File: src/hw/rtl/bfha_pkg.sv
// Shared types and constants of the best-fit heap allocator.
`timescale 1ns / 1ps
`default_nettype none
package bfha_pkg;

    localparam int ADDR_W  = 32;
    localparam int SIZE_W  = 20;
    localparam int COUNT_W = 7;
    localparam int STAT_W  = 3;
    localparam int FUNC_W  = 2;
    // Wide enough for any offset sum: start plus header plus length.
    localparam int XW      = 34;

    localparam logic [FUNC_W-1:0] FUNC_ALLOC  = 2'd0;
    localparam logic [FUNC_W-1:0] FUNC_FREE   = 2'd1;
    localparam logic [FUNC_W-1:0] FUNC_RESIZE = 2'd2;
    localparam logic [FUNC_W-1:0] FUNC_QUERY  = 2'd3;

    localparam logic [STAT_W-1:0] ST_OK       = 3'd0;
    localparam logic [STAT_W-1:0] ST_NOSPACE  = 3'd1;
    localparam logic [STAT_W-1:0] ST_OUTSIDE  = 3'd2;
    localparam logic [STAT_W-1:0] ST_NOTALLOC = 3'd3;
    localparam logic [STAT_W-1:0] ST_FULL     = 3'd4;

    localparam logic CFG_HEAP_BASE  = 1'b0;
    localparam logic CFG_HEAP_BYTES = 1'b1;

    localparam logic [SIZE_W-1:0] HEAP_BYTES_RESET = 20'd65536;

    typedef enum logic [2:0] {
        S_IDLE,
        S_LOOK,
        S_RLIM,
        S_GAP,
        S_INS,
        S_DEL,
        S_RESP
    } t_state;

endpackage
`default_nettype wire

File: src/hw/rtl/bfha_ifs.sv
// Handshake interfaces for the request, response and configuration channels.
`timescale 1ns / 1ps
`default_nettype none
interface bfha_req_if;
    import bfha_pkg::*;
    logic                valid;
    logic                ready;
    logic [FUNC_W-1:0]   func;
    logic [ADDR_W-1:0]   addr;
    logic [SIZE_W-1:0]   req_size;
    modport source (output valid, func, addr, req_size, input ready);
    modport sink   (input valid, func, addr, req_size, output ready);
endinterface

interface bfha_rsp_if;
    import bfha_pkg::*;
    logic                valid;
    logic                ready;
    logic [ADDR_W-1:0]   result_addr;
    logic [SIZE_W-1:0]   block_size;
    logic                moved;
    logic [STAT_W-1:0]   status;
    logic [COUNT_W-1:0]  block_count;
    modport source (output valid, result_addr, block_size, moved, status, block_count,
                    input ready);
    modport sink   (input valid, result_addr, block_size, moved, status, block_count,
                    output ready);
endinterface

interface bfha_cfg_if;
    import bfha_pkg::*;
    logic                valid;
    logic                ready;
    logic                index;
    logic [ADDR_W-1:0]   data;
    modport source (output valid, index, data, input ready);
    modport sink   (input valid, index, data, output ready);
endinterface
`default_nettype wire

File: src/hw/rtl/bfha_ram.sv
// Generic simple dual-port RAM with one write port and a registered read port.
`timescale 1ns / 1ps
`default_nettype none
module bfha_ram #(
    parameter int WIDTH = 40,
    parameter int DEPTH = 64
) (
    input  wire logic                     i_clk,
    input  wire logic                     i_we,
    input  wire logic [$clog2(DEPTH)-1:0] i_waddr,
    input  wire logic [WIDTH-1:0]         i_wdata,
    input  wire logic [$clog2(DEPTH)-1:0] i_raddr,
    output logic      [WIDTH-1:0]         o_rdata
);
    logic [WIDTH-1:0] r_mem [DEPTH];

    always_ff @(posedge i_clk) begin
        if (i_we) begin
            r_mem[i_waddr] <= i_wdata;
        end
        o_rdata <= r_mem[i_raddr];
    end
endmodule
`default_nettype wire

File: src/hw/rtl/best_fit_heap_allocator_unit.sv
// Top level of the best-fit heap allocator: sequencer around the block table RAM.
//
//  channel  | dir | handshake          | payload
//  ---------+-----+--------------------+---------------------------------------------
//  i_req    | in  | valid/ready        | func, addr, req_size
//  o_rsp    | out | valid/ready        | result_addr, block_size, moved, status,
//           |     |                    | block_count
//  i_cfg    | in  | valid/ready        | index (0 heap_base, 1 heap_bytes), data
//
// Each request is handled alone. An alloc scans every table entry, one per cycle, and
// then shifts the entries above the new one up, one per cycle. Free and resize look
// up the block (one entry per cycle up to the match) and free shifts the entries above
// down. A moving resize costs a lookup, a full alloc and a free. The single read port
// of the table RAM sets these rates. Reset is synchronous and empties the table; no
// clearing pass is needed. A finished response waits in the output register and the
// next request is accepted meanwhile; the sequencer stalls only when it has a new
// response and the old one is still not taken.
`timescale 1ns / 1ps
`default_nettype none
module best_fit_heap_allocator_unit #(
    parameter int MAX_BLOCKS  = 64,
    parameter int HDR_BYTES   = 12,
    parameter int OFFSET_BITS = 20
) (
    input  wire logic i_clk,
    input  wire logic i_rst_n,
    bfha_req_if.sink   i_req,
    bfha_rsp_if.source o_rsp,
    bfha_cfg_if.sink   i_cfg
);
    import bfha_pkg::*;

    localparam int IW = $clog2(MAX_BLOCKS);
    localparam int CW = $clog2(MAX_BLOCKS + 1);
    localparam int OB = OFFSET_BITS;
    localparam int DW = OB + SIZE_W;
    localparam logic [XW-1:0] HDR_X   = XW'(HDR_BYTES);
    localparam logic [XW-1:0] OFF_LIM = (XW'(1) << OB) - XW'(1);
    localparam logic [CW-1:0] MAX_C   = CW'(MAX_BLOCKS);

    // Configuration and control state.
    logic [ADDR_W-1:0] r_base;
    logic [SIZE_W-1:0] r_bytes;
    logic [CW-1:0]     r_used,  n_used;
    t_state            r_state, n_state;

    // The request being worked on.
    logic [FUNC_W-1:0] r_func,  n_func;
    logic [OB-1:0]     r_off,   n_off;
    logic [SIZE_W-1:0] r_req,   n_req;
    logic              r_mv,    n_mv;

    // Scan pipeline: r_ri is the entry read this cycle, r_ei the one whose data arrives.
    logic [CW-1:0]     r_ri,    n_ri;
    logic [CW-1:0]     r_ei,    n_ei;
    logic              r_rv,    n_rv;

    // Gap search and addressed block.
    logic [XW-1:0]     r_pos,    n_pos;
    logic              r_found,  n_found;
    logic [XW-1:0]     r_bgap,   n_bgap;
    logic [XW-1:0]     r_bstart, n_bstart;
    logic [CW-1:0]     r_bidx,   n_bidx;
    logic [CW-1:0]     r_idx,    n_idx;
    logic [OB-1:0]     r_start,  n_start;
    logic [SIZE_W-1:0] r_len,    n_len;

    // Pending response and output register.
    logic [STAT_W-1:0] r_pstat,  n_pstat;
    logic [ADDR_W-1:0] r_paddr,  n_paddr;
    logic [SIZE_W-1:0] r_psize,  n_psize;
    logic              r_pmoved, n_pmoved;
    logic              r_ov,     n_ov;
    logic [ADDR_W-1:0] r_oaddr;
    logic [SIZE_W-1:0] r_osize;
    logic              r_omoved;
    logic [STAT_W-1:0] r_ostat;
    logic [COUNT_W-1:0] r_ocount;
    logic              w_load;

    // Table RAM.
    logic          w_we;
    logic [IW-1:0] w_waddr;
    logic [DW-1:0] w_wdata;
    logic [IW-1:0] w_raddr;
    logic [DW-1:0] w_rdata;
    logic [OB-1:0]     w_rstart;
    logic [SIZE_W-1:0] w_rlen;

    // Helpers.
    logic [XW-1:0]     w_end;
    logic [ADDR_W-1:0] w_off;
    logic              w_issue;
    logic [XW-1:0]     w_need;
    logic [XW-1:0]     w_glim;
    logic [XW-1:0]     w_gap;
    logic              w_take;
    logic [XW-1:0]     w_rlim;
    logic              w_fits;

    bfha_ram #(.WIDTH(DW), .DEPTH(MAX_BLOCKS)) u_table (
        .i_clk   (i_clk),
        .i_we    (w_we),
        .i_waddr (w_waddr),
        .i_wdata (w_wdata),
        .i_raddr (w_raddr),
        .o_rdata (w_rdata)
    );

    assign w_rstart = w_rdata[DW-1:SIZE_W];
    assign w_rlen   = w_rdata[SIZE_W-1:0];

    function automatic logic [ADDR_W-1:0] payload(input logic [ADDR_W-1:0] base,
                                                  input logic [XW-1:0] start);
        payload = base + start[ADDR_W-1:0] + ADDR_W'(HDR_BYTES);
    endfunction

    // The heap length in force is capped by the offset width.
    assign w_end  = (XW'(r_bytes) < OFF_LIM) ? XW'(r_bytes) : OFF_LIM;
    assign w_off  = i_req.addr - r_base;
    assign w_need = XW'(r_req) + HDR_X;

    // One gap per cycle: the gap before the arriving entry, or the tail gap at the end.
    assign w_glim = r_rv ? XW'(w_rstart) : w_end;
    assign w_gap  = (w_glim > r_pos) ? (w_glim - r_pos) : '0;
    assign w_take = (w_gap >= w_need) && (!r_found || (w_gap < r_bgap));

    // In-place resize limit: the next block's header or the heap end.
    assign w_rlim = ((r_idx + CW'(1)) < r_used) ? XW'(w_rstart) : w_end;
    assign w_fits = (r_req <= r_len) || ((XW'(r_start) + HDR_X + XW'(r_req)) <= w_rlim);

    assign i_req.ready = (r_state == S_IDLE);
    assign i_cfg.ready = 1'b1;

    assign o_rsp.valid       = r_ov;
    assign o_rsp.result_addr = r_oaddr;
    assign o_rsp.block_size  = r_osize;
    assign o_rsp.moved       = r_omoved;
    assign o_rsp.status      = r_ostat;
    assign o_rsp.block_count = r_ocount;

    always_comb begin
        n_state  = r_state;
        n_used   = r_used;
        n_func   = r_func;
        n_off    = r_off;
        n_req    = r_req;
        n_mv     = r_mv;
        n_ri     = r_ri;
        n_ei     = r_ei;
        n_rv     = 1'b0;
        n_pos    = r_pos;
        n_found  = r_found;
        n_bgap   = r_bgap;
        n_bstart = r_bstart;
        n_bidx   = r_bidx;
        n_idx    = r_idx;
        n_start  = r_start;
        n_len    = r_len;
        n_pstat  = r_pstat;
        n_paddr  = r_paddr;
        n_psize  = r_psize;
        n_pmoved = r_pmoved;
        w_we     = 1'b0;
        w_waddr  = r_ei[IW-1:0];
        w_wdata  = w_rdata;
        w_raddr  = r_ri[IW-1:0];
        w_issue  = 1'b0;
        w_load   = 1'b0;

        case (r_state)
            S_IDLE: begin
                if (i_req.valid) begin
                    n_func   = i_req.func;
                    n_req    = i_req.req_size;
                    n_off    = w_off[OB-1:0];
                    n_mv     = 1'b0;
                    n_ri     = '0;
                    n_pos    = '0;
                    n_found  = 1'b0;
                    n_paddr  = '0;
                    n_psize  = '0;
                    n_pmoved = 1'b0;
                    if (i_req.func == FUNC_ALLOC) begin
                        if (r_used >= MAX_C) begin
                            n_pstat = ST_FULL;
                            n_state = S_RESP;
                        end else begin
                            n_state = S_GAP;
                        end
                    end else if ((w_off < ADDR_W'(HDR_BYTES)) ||
                                 ({2'b00, w_off} >= w_end)) begin
                        n_pstat = ST_OUTSIDE;
                        n_state = S_RESP;
                    end else begin
                        n_state = S_LOOK;
                    end
                end
            end

            S_LOOK: begin
                w_issue = (r_ri < r_used);
                n_rv    = w_issue;
                n_ei    = r_ri;
                if (w_issue) begin
                    n_ri = r_ri + CW'(1);
                end
                if (r_rv) begin
                    if ((XW'(w_rstart) + HDR_X) == XW'(r_off)) begin
                        n_idx   = r_ei;
                        n_start = w_rstart;
                        n_len   = w_rlen;
                        n_rv    = 1'b0;
                        case (r_func)
                            FUNC_FREE: begin
                                n_ri    = r_ei + CW'(1);
                                n_state = S_DEL;
                            end
                            FUNC_QUERY: begin
                                n_pstat = ST_OK;
                                n_psize = w_rlen;
                                n_state = S_RESP;
                            end
                            default: begin
                                // The read issued this cycle brings the next entry.
                                n_state = S_RLIM;
                            end
                        endcase
                    end
                end else if (!w_issue) begin
                    n_pstat = ST_NOTALLOC;
                    n_state = S_RESP;
                end
            end

            S_RLIM: begin
                if (w_fits) begin
                    w_we    = 1'b1;
                    w_waddr = r_idx[IW-1:0];
                    w_wdata = {r_start, r_req};
                    n_pstat = ST_OK;
                    n_paddr = payload(r_base, XW'(r_start));
                    n_psize = r_req;
                    n_state = S_RESP;
                end else if (r_used >= MAX_C) begin
                    n_pstat = ST_FULL;
                    n_psize = r_len;
                    n_state = S_RESP;
                end else begin
                    n_mv    = 1'b1;
                    n_ri    = '0;
                    n_pos   = '0;
                    n_found = 1'b0;
                    n_state = S_GAP;
                end
            end

            S_GAP: begin
                w_issue = (r_ri < r_used);
                n_rv    = w_issue;
                n_ei    = r_ri;
                if (w_issue) begin
                    n_ri = r_ri + CW'(1);
                end
                if (r_rv || !w_issue) begin
                    if (w_take) begin
                        n_found  = 1'b1;
                        n_bgap   = w_gap;
                        n_bstart = r_pos;
                        n_bidx   = r_rv ? r_ei : r_used;
                    end
                end
                if (r_rv) begin
                    n_pos = XW'(w_rstart) + HDR_X + XW'(w_rlen);
                end else if (!w_issue) begin
                    if (r_found || w_take) begin
                        n_ri    = r_used;
                        n_state = S_INS;
                    end else begin
                        n_pstat = ST_NOSPACE;
                        n_psize = r_mv ? r_len : '0;
                        n_state = S_RESP;
                    end
                end
            end

            S_INS: begin
                // Entries from the end down to the new slot move up by one.
                w_issue = (r_ri > r_bidx);
                w_raddr = IW'(r_ri - CW'(1));
                n_rv    = w_issue;
                n_ei    = r_ri;
                if (w_issue) begin
                    n_ri = r_ri - CW'(1);
                end
                if (r_rv) begin
                    w_we    = 1'b1;
                    w_waddr = r_ei[IW-1:0];
                    w_wdata = w_rdata;
                end else if (!w_issue) begin
                    w_we    = 1'b1;
                    w_waddr = r_bidx[IW-1:0];
                    w_wdata = {r_bstart[OB-1:0], r_req};
                    n_used  = r_used + CW'(1);
                    n_paddr = payload(r_base, r_bstart);
                    n_psize = r_req;
                    n_pstat = ST_OK;
                    if (r_mv) begin
                        // The old block slid up when the new one went below it.
                        n_idx    = (r_bidx <= r_idx) ? (r_idx + CW'(1)) : r_idx;
                        n_ri     = n_idx + CW'(1);
                        n_pmoved = 1'b1;
                        n_state  = S_DEL;
                    end else begin
                        n_state = S_RESP;
                    end
                end
            end

            S_DEL: begin
                // Entries above the freed one move down by one.
                w_issue = (r_ri < r_used);
                n_rv    = w_issue;
                n_ei    = r_ri;
                if (w_issue) begin
                    n_ri = r_ri + CW'(1);
                end
                if (r_rv) begin
                    w_we    = 1'b1;
                    w_waddr = IW'(r_ei - CW'(1));
                    w_wdata = w_rdata;
                end else if (!w_issue) begin
                    n_used  = r_used - CW'(1);
                    n_pstat = ST_OK;
                    n_state = S_RESP;
                end
            end

            S_RESP: begin
                if (!r_ov || o_rsp.ready) begin
                    w_load  = 1'b1;
                    n_state = S_IDLE;
                end
            end

            default: begin
                n_state = S_IDLE;
            end
        endcase

        // Any configuration write empties the table.
        if (i_cfg.valid) begin
            n_used = '0;
        end
    end

    always_comb begin
        n_ov = r_ov;
        if (w_load) begin
            n_ov = 1'b1;
        end else if (o_rsp.ready) begin
            n_ov = 1'b0;
        end
    end

    always_ff @(posedge i_clk) begin
        if (!i_rst_n) begin
            r_state <= S_IDLE;
            r_used  <= '0;
            r_rv    <= 1'b0;
            r_ov    <= 1'b0;
            r_base  <= '0;
            r_bytes <= HEAP_BYTES_RESET;
        end else begin
            r_state <= n_state;
            r_used  <= n_used;
            r_rv    <= n_rv;
            r_ov    <= n_ov;
            if (i_cfg.valid) begin
                if (i_cfg.index == CFG_HEAP_BASE) begin
                    r_base <= i_cfg.data;
                end else if (i_cfg.index == CFG_HEAP_BYTES) begin
                    r_bytes <= i_cfg.data[SIZE_W-1:0];
                end
            end
        end
    end

    always_ff @(posedge i_clk) begin
        r_func   <= n_func;
        r_off    <= n_off;
        r_req    <= n_req;
        r_mv     <= n_mv;
        r_ri     <= n_ri;
        r_ei     <= n_ei;
        r_pos    <= n_pos;
        r_found  <= n_found;
        r_bgap   <= n_bgap;
        r_bstart <= n_bstart;
        r_bidx   <= n_bidx;
        r_idx    <= n_idx;
        r_start  <= n_start;
        r_len    <= n_len;
        r_pstat  <= n_pstat;
        r_paddr  <= n_paddr;
        r_psize  <= n_psize;
        r_pmoved <= n_pmoved;
        if (w_load) begin
            r_oaddr  <= r_paddr;
            r_osize  <= r_psize;
            r_omoved <= r_pmoved;
            r_ostat  <= r_pstat;
            r_ocount <= COUNT_W'(r_used);
        end
    end
endmodule
`default_nettype wire

File: src/flat_wrapper.sv
// flat-port wrapper written by rule: the top's interface ports become plain ports
module best_fit_heap_allocator_unit_flat import bfha_pkg::*;
#(
    parameter int MAX_BLOCKS  = 64,
    parameter int HDR_BYTES   = 12,
    parameter int OFFSET_BITS = 20
)
  (i_clk, i_rst_n, i_req_valid, i_req_func, i_req_addr, i_req_req_size, i_req_ready, o_rsp_valid, o_rsp_result_addr, o_rsp_block_size, o_rsp_moved, o_rsp_status, o_rsp_block_count, o_rsp_ready, i_cfg_valid, i_cfg_index, i_cfg_data, i_cfg_ready);
  bfha_req_if i_req_i ();
  bfha_rsp_if o_rsp_i ();
  bfha_cfg_if i_cfg_i ();
  input  wire logic i_clk;
  input  wire logic i_rst_n;
  input wire logic [$bits(i_req_i.valid)-1:0] i_req_valid;
  input wire logic [$bits(i_req_i.func)-1:0] i_req_func;
  input wire logic [$bits(i_req_i.addr)-1:0] i_req_addr;
  input wire logic [$bits(i_req_i.req_size)-1:0] i_req_req_size;
  output wire logic [$bits(i_req_i.ready)-1:0] i_req_ready;
  output wire logic [$bits(o_rsp_i.valid)-1:0] o_rsp_valid;
  output wire logic [$bits(o_rsp_i.result_addr)-1:0] o_rsp_result_addr;
  output wire logic [$bits(o_rsp_i.block_size)-1:0] o_rsp_block_size;
  output wire logic [$bits(o_rsp_i.moved)-1:0] o_rsp_moved;
  output wire logic [$bits(o_rsp_i.status)-1:0] o_rsp_status;
  output wire logic [$bits(o_rsp_i.block_count)-1:0] o_rsp_block_count;
  input wire logic [$bits(o_rsp_i.ready)-1:0] o_rsp_ready;
  input wire logic [$bits(i_cfg_i.valid)-1:0] i_cfg_valid;
  input wire logic [$bits(i_cfg_i.index)-1:0] i_cfg_index;
  input wire logic [$bits(i_cfg_i.data)-1:0] i_cfg_data;
  output wire logic [$bits(i_cfg_i.ready)-1:0] i_cfg_ready;
  assign i_req_i.valid = i_req_valid;
  assign i_req_i.func = i_req_func;
  assign i_req_i.addr = i_req_addr;
  assign i_req_i.req_size = i_req_req_size;
  assign i_req_ready = i_req_i.ready;
  assign o_rsp_valid = o_rsp_i.valid;
  assign o_rsp_result_addr = o_rsp_i.result_addr;
  assign o_rsp_block_size = o_rsp_i.block_size;
  assign o_rsp_moved = o_rsp_i.moved;
  assign o_rsp_status = o_rsp_i.status;
  assign o_rsp_block_count = o_rsp_i.block_count;
  assign o_rsp_i.ready = o_rsp_ready;
  assign i_cfg_i.valid = i_cfg_valid;
  assign i_cfg_i.index = i_cfg_index;
  assign i_cfg_i.data = i_cfg_data;
  assign i_cfg_ready = i_cfg_i.ready;
  best_fit_heap_allocator_unit #(.MAX_BLOCKS(MAX_BLOCKS), .HDR_BYTES(HDR_BYTES), .OFFSET_BITS(OFFSET_BITS)) u_core (.i_clk(i_clk), .i_rst_n(i_rst_n), .i_req(i_req_i), .o_rsp(o_rsp_i), .i_cfg(i_cfg_i));
endmodule
File: config.mk
export PLATFORM = sky130hd
export DESIGN_NAME = best_fit_heap_allocator_unit_flat
export DESIGN_NICKNAME = d
export VERILOG_FILES = /design/src/hw/rtl/bfha_pkg.sv /design/src/hw/rtl/bfha_ifs.sv /design/src/hw/rtl/bfha_ram.sv /design/src/hw/rtl/best_fit_heap_allocator_unit.sv /design/src/flat_wrapper.sv
export SDC_FILE = /design/constraint.sdc
export NUM_CORES = 2
export LEC_CHECK = 0
export BUFFER_PORTS_ARGS = -buffer_cell sky130_fd_sc_hd__buf_2
export CAP_MARGIN = 0
export CORE_MARGIN = 2
export CORE_UTILIZATION = 52
export CTS_CLUSTER_SIZE = 10
export DETAILED_ROUTE_END_ITERATION = 10
export PLACE_DENSITY = 0.73
export REMOVE_ABC_BUFFERS = 1
export SYNTH_ARGS = -nofsm -noshare
export SYNTH_HDL_FRONTEND = slang
export SYNTH_SLANG_ARGS = --single-unit
export TNS_END_PERCENT = 50
File: constraint.sdc
create_clock -name i_clk -period 24.1 [get_ports i_clk]
set_clock_uncertainty 0.1 [all_clocks]
set_input_delay 3.615 -clock i_clk [delete_from_list [all_inputs] [get_ports i_clk]]
set_output_delay 3.615 -clock i_clk [all_outputs]
set_load 0.1 [all_outputs]
* Word-level counts from Yosys, hierarchy flattened
Memories as Yosys holds them, arrays and structs flattened. A register that Yosys moved wholly into a read port is not among the register bits.
Index checks and enable logic that the tools add are counted.
** Operators by class
- Bitwise gates (word level) :: 2
- Muxes and demuxes :: 127
- Add/sub/neg operators :: 19
- Eq/ne operators :: 33
- Order comparisons :: 13
- Reductions and logical operators :: 40
** Operators by type and width (number)
- $mux 20 :: 13
- $mux 34 :: 7
- $mux 7 :: 25
- $mux 32 :: 4
- $mux 40 :: 3
- $pmux 34 s3 :: 1
- $pmux 20 s5 :: 1
- $pmux 32 s3 :: 1
- $mux 3 :: 30
- $pmux 40 s2 :: 1
- $add 34x20->34 :: 2
- $add 32x4->32 const B :: 2
- $add 20x4->21 const B :: 3
- $pmux 7 s6 :: 1
- $add 7x1->7 const B :: 5
- $eq 34x20->1 :: 1
- $ge 32x34->1 :: 1
- $ge 34x34->1 :: 1
- $gt 34x34->1 :: 1
- $le 34x34->1 :: 1
- $lt 34x34->1 :: 1
- $sub 34x34->34 :: 1
- $add 32x20->32 :: 1
- $add 32x32->32 :: 1
- 50 further kinds :: 126
** Word-level totals
- Memories kept :: 1
- RAM bits :: 2560
- Output and inout bits :: 66
- Word-level logic and storage cells :: 264
- Bits in registers :: 395
** Memory list
- u_core.u_table.r_mem :: words 64, width 40, rd ports 1, clocked after Yosys merged registers in 1, write ports 1, RTL line bfha_ram.sv:15 : logic [WIDTH-1:0] r_mem [DEPTH];

* Depth between registers and ports, before layout
- Depth after elaboration :: 13
- Depth in mapped cells :: 29

* By module
A second synthesis with hierarchy kept.
** Unflattened totals
- Cells, all modules :: 7311
- Area, all modules :: 126646.5 um^2
** Modules (own cells, without submodules)
- bfha_ram :: area each 97960.2 um^2, cells each 4263, times used 1, sequential area each 77674.5 um^2
- best_fit_heap_allocator_unit :: area each 28686.3 um^2, cells each 3048, times used 1, sequential area each 10560.1 um^2

* Least setup slack after synthesis
OpenSTA, ideal clock, no wires.
- Path type :: reg2reg
- Start point :: register u_core.r_rv
- End point :: register u_core.r_found, enable pin
- Data arrival time :: 8.886 ns
- Buffers on the path :: 6
- Data required time :: 23.694 ns
- Period minus slack after synthesis :: 9.291 ns
- Library setup time :: 0.306 ns
- Slack :: 14.809 ns
- Stages on the path, launching flop included :: 28
- Cell sequence :: dfxtp_1 -> clkbuf_1 -> clkbuf_1 -> buf_1 -> clkbuf_1 -> nand2_1 -> o21ai_0 -> ha_1 -> nor2b_1 -> o31a_1 -> o31ai_1 -> a21oi_1 -> a21oi_1 -> a21bo_2 -> clkbuf_1 -> clkbuf_1 -> nor2_1 -> ha_1 -> a21o_1 -> a21o_1 -> a21oi_1 -> o21ai_0 -> o21a_1 -> o21ai_0 -> o211ai_1 -> a211o_1 -> a21oi_1 -> or2_2
** Between the ends
- Word-level cells in the longest chain between the ends :: 8
- Elaborated cells between the ends (all ways) :: 12
- Those cells by class :: 1 x add/sub; 3 x order compare; 2 x eq/ne; 2 x mux; 4 x reduce/logical
** RTL lines
- start: declaration :: RTL line best_fit_heap_allocator_unit.sv:56 : logic r_rv, n_rv;
- start signal: assignment :: RTL line best_fit_heap_allocator_unit.sv:377 : r_rv <= n_rv;
- $mux 34 * :: RTL line best_fit_heap_allocator_unit.sv:124 : assign w_glim = r_rv ? XW'(w_rstart) : w_end;
- $sub 34x34->34 / $gt 34x34->1 (equally long branches) :: RTL line best_fit_heap_allocator_unit.sv:125 : assign w_gap = (w_glim > r_pos) ? (w_glim - r_pos) : '0;
- $mux 34 * :: RTL line best_fit_heap_allocator_unit.sv:125
- named net u_core.w_gap[19] :: RTL line best_fit_heap_allocator_unit.sv:96 : logic [XW-1:0] w_gap;
- $lt 34x34->1 :: RTL line best_fit_heap_allocator_unit.sv:126 : assign w_take = (w_gap >= w_need) && (!r_found || (w_gap < r_bgap));
- $logic_or 1x1->1 :: RTL line best_fit_heap_allocator_unit.sv:126
- $logic_and 1x1->1 * :: RTL line best_fit_heap_allocator_unit.sv:126
- $ne 2x1->1 (no source line) *
- $reduce_and 6->1 (no source line) *
- end signal: assignment :: RTL line best_fit_heap_allocator_unit.sv:397 : r_found <= n_found;
- end: declaration :: RTL line best_fit_heap_allocator_unit.sv:60 : logic r_found, n_found;
The timed path passes the listed nets; every way through them passes the cells marked *.
A chain may end at the register's enable or synchronous reset.

* Final worst setup path
- Start point :: register u_core.r_start[4]
- End point :: memory u_core.u_table.r_mem[18][29], enable pin
** Between the ends
- Word-level cells in the longest chain between the ends :: 8
- Elaborated cells between the ends (all ways) :: 10
- Those cells by class :: 2 x add/sub; 1 x order compare; 6 x mux; 1 x reduce/logical
** RTL lines
- start: declaration :: RTL line best_fit_heap_allocator_unit.sv:65 : logic [OB-1:0] r_start, n_start;
- start signal: assignment :: RTL line best_fit_heap_allocator_unit.sv:402 : r_start <= n_start;
- $add 20x4->21 * :: RTL line best_fit_heap_allocator_unit.sv:130 : assign w_fits = (r_req <= r_len) || ((XW'(r_start) + HDR_X + XW'(r_req)) <= w_rlim);
- $add 34x20->34 * :: RTL line best_fit_heap_allocator_unit.sv:130
- $le 34x34->1 * :: RTL line best_fit_heap_allocator_unit.sv:130
- $logic_or 1x1->1 * :: RTL line best_fit_heap_allocator_unit.sv:130
- $mux 1 :: RTL line best_fit_heap_allocator_unit.sv:237 : if (w_fits) begin
- $pmux 1 s3 :: RTL line best_fit_heap_allocator_unit.sv:171 : case (r_state)
- $mux 1 :: RTL line bfha_ram.sv:18 : if (i_we) begin
- $mux 1 (not written as such) :: RTL line bfha_ram.sv:19 : r_mem[i_waddr] <= i_wdata;
- end: declaration :: RTL line bfha_ram.sv:15
Mark *: on every way between the ends. The rest lies on a longest branch, timed or not.

==> results.cfg <==
[timing]
whs_ns = 0.315
drv_slew = 0
timing.final.crit_share_pct = 36.6
rsz0062_at_grt = no
setup_viol = 0
worst_slack_ns = 15.28
fin_tns_setup_ns = 0
min_period_ns = 8.82
fmax_mhz = 113
timing.final.hold_violations = 0
worstMarginPinSlew_ns = 1.36
relSlewSlack_pct = 9.41

[critical_path]
cp.buffers_inverters = 1
worstPathRequired_ns = 24.55
crit_arrival_ns = 9.27
cp-start-kind = flop
crit_family = simple AND/OR/NAND/NOR gates
timing.rr.start = u_core.r_start[4]
crit_type = flop to flop
slowest_delay_ns = 1.23
crit_fanout = 21
rr_worst_depth = 25
crit_top_cell = o21ai_0
cp.depth = 25
setup.worst_path.end_class = flop
timing.rr.end = u_core.u_table.r_mem[18][29]
reg2reg_slack_ns = 15.28
crit_slowest_cell = nor2_4

[place]
dpl.cell_count = 10034
place_ws_ns = 15.43
gp_congestion = 0.973
port_buffers = 156
dp_hpwl_microns = 216000

[pwr]
p_per_area_nw_per_um2 = 147
leakagePower_nw = 47.2
peakVddDrop_mv = 0.193

[global_route]
grt_max_degree = 135
grt_pass1_wl_microns = 515000
grtUsageTotal_pct = 29.5
first_global_vias = 70243
grt-ovfl-total = 0
antenna_found_initial = 18

[hold_path]
hp-start = u_core.r_paddr[18]
hold_end = u_core.o_rsp.result_addr[18]
hp-class = flop to flop
hold_path_depth = 0

[cts]
h-tree-depth = 5
clkTransAtPathRegs_ns = 0.06
cts_resized = 0
clk_latency_ns = 0.98
cts_tree = built
ctsLongestPathBuffers = 4
cts-root-buf = clkbuf_16
numCtsBuffers = 353
hold_buffers = 0
cts.sinks = 2973
post_cts_buffers = 0

[die]
ios = 158
fp.dieW_microns = 497
rows = 180
initial_core_util_pct = 52.4
fp.dieArea_sq_um = 247000
die-height_microns = 497
core_sq_um = 241000

[finish]
fin_util_pct = 58.8
layout_commonest_cell = edfxtp_1
final_net_count = 7632
syn_to_final_growth_pct = 12.3
drive_gt1_share_pct = 23.3
mostFrequentLayoutCells = edfxtp_1 (2869), mux4_2 (840), clkbuf_16 (358)
final_cells = 10574

[flow_run]
cap_violations = 0

[outcome]
status = completed

[synthesis]
synth_seq_cells = 2973
async_reset_ff_share_pct = 0
synthDistinctLibCells = 99
yosys_warnings = 0
synth-edff-count = 2869
syn_area_per_cell_sq_um = 18.5
synth_ff_type = edfxtp_1
syn_area_sq_um = 126000
syn_inst = 6809
yosysSeqAreaShare_pct = 69.9

[route]
avgRoutedWirePerCell_microns = 34.4
drt_first_pass_iters = 8
ant_nets = 0
routed_wirelength_microns = 364000
initialDrtViolationCount = 9753
vias = 70443
routed_via_density = 6.66
drc = 0
-- worst max path at each step --
stage / end / startpoint
floorplan: u_core.u_table.o_rdata[0] / u_core.r_state[1]
global placement: u_core.r_pstat[0] / i_req_addr[0]
detailed placement: u_core.r_pstat[1] / i_req_addr[0]
CTS: u_core.u_table.r_mem[0][29] / u_core.r_start[3]
global route: u_core.u_table.r_mem[18][29] / u_core.r_start[2]
finish: u_core.u_table.r_mem[18][29] / u_core.r_start[4]
-- worst register-to-register path: cells and delay by family (launching register included) --
family | cells | cell delay (ns)
buf+inv | 1 | 0.58
flops | 1 | 0.44
fa+ha+maj | 2 | 0.68
xor+xnor | 2 | 0.29
compound gates | 10 | 2.91
simple gates | 10 | 3.38
-- power by group --
group          switching [mW]  total [mW]  internal (mW)
combinational            5.10        8.33           3.23
clock                    1.95        4.70           2.75
sequential              0.315        7.77           7.45
-- through the flow --
stage / area (sq um) / total power, mW
6_report: 142000 / 20.8
5_1_grt: 142000 / 21.5
4_1_cts: 142000 / 20.8
3_5_place_dp: 132000 / 16.1
3_3_place_gp: 132000 / 15.9
2_1_floorplan: 125000 / 18.1
-- cell usage after synthesis, types with 34 or more instances --
| master | count | area (sq um) |
|---|---|---|
| ha_1 | 329 | 4120 |
| o21ai_0 | 164 | 821 |
| dfxtp_1 | 104 | 2080 |
| edfxtp_1 | 2869 | 86200 |
| nand2_1 | 322 | 1210 |
| clkbuf_1 | 213 | 800 |
| mux4_2 | 840 | 18900 |
| nor2b_1 | 38 | 238 |
| nand3_1 | 88 | 440 |
| nand4_1 | 56 | 350 |
| nand2b_1 | 47 | 294 |
| xnor2_1 | 109 | 955 |
| xor2_1 | 82 | 718 |
| a21o_1 | 66 | 495 |
| and3_1 | 37 | 231 |
| nor3_1 | 61 | 305 |
| a21oi_1 | 237 | 1190 |
| buf_1 | 81 | 304 |
| mux2i_1 | 34 | 340 |
| nor2_1 | 231 | 867 |
| inv_1 | 242 | 908 |
-- logic make-up (layout without fill, tap and decap cells) --
group	after synthesis	count (layout)	share of synthesized area, %
AOI/OAI and AO/OA	826	826	4.28
xor gates and xnor gates	194	194	1.37
adders and majority gates	336	336	3.37
buffers and inverters	556	1113	1.67
DFF	2973	2973	69.9
muxes	897	897	15.5
other	2	25	0.00595
and+or+nand+nor	1025	1025	3.94
-- final cells by class --
| class | instances | area [sq um] |
|---|---|---|
| multi-input combinational | 3294 | 36600 |
| antenna | 9 | 22.5 |
| timing repair buffer | 336 | 2190 |
| sequential | 2973 | 88200 |
| fill | 17119 | 99200 |
| clock inverter | 23 | 268 |
| clock buffer | 508 | 9560 |
| inverter | 246 | 923 |
| tap | 3185 | 3990 |
-- flip-flops by register name, indices dropped and copies added (netlist names), 22 cells and up --
name                      cells
u_core.r_paddr               32
u_core.r_pos                 22
u_core.r_bstart              22
u_core.u_table.o_rdata       40
u_core.o_rsp.result_addr     32
u_core.u_table.r_mem       2560
u_core.r_bgap                34
u_core.r_base                32
-- routing by layer --
| layer | part of all wire, % | track usage [%] | vias up |
|---|---|---|---|
| met3 | 11 | 6.89 | 816 |
| met1 | 37 | 39.4 | 36503 |
| met2 | 47 | 46.9 | 4586 |
| met4 | 4.8 | 12.6 | 18 |
| li1 | - | - | 28520 |
| met5 | 0.032 | 0 | - |
Power figures use the tool's default switching activity.
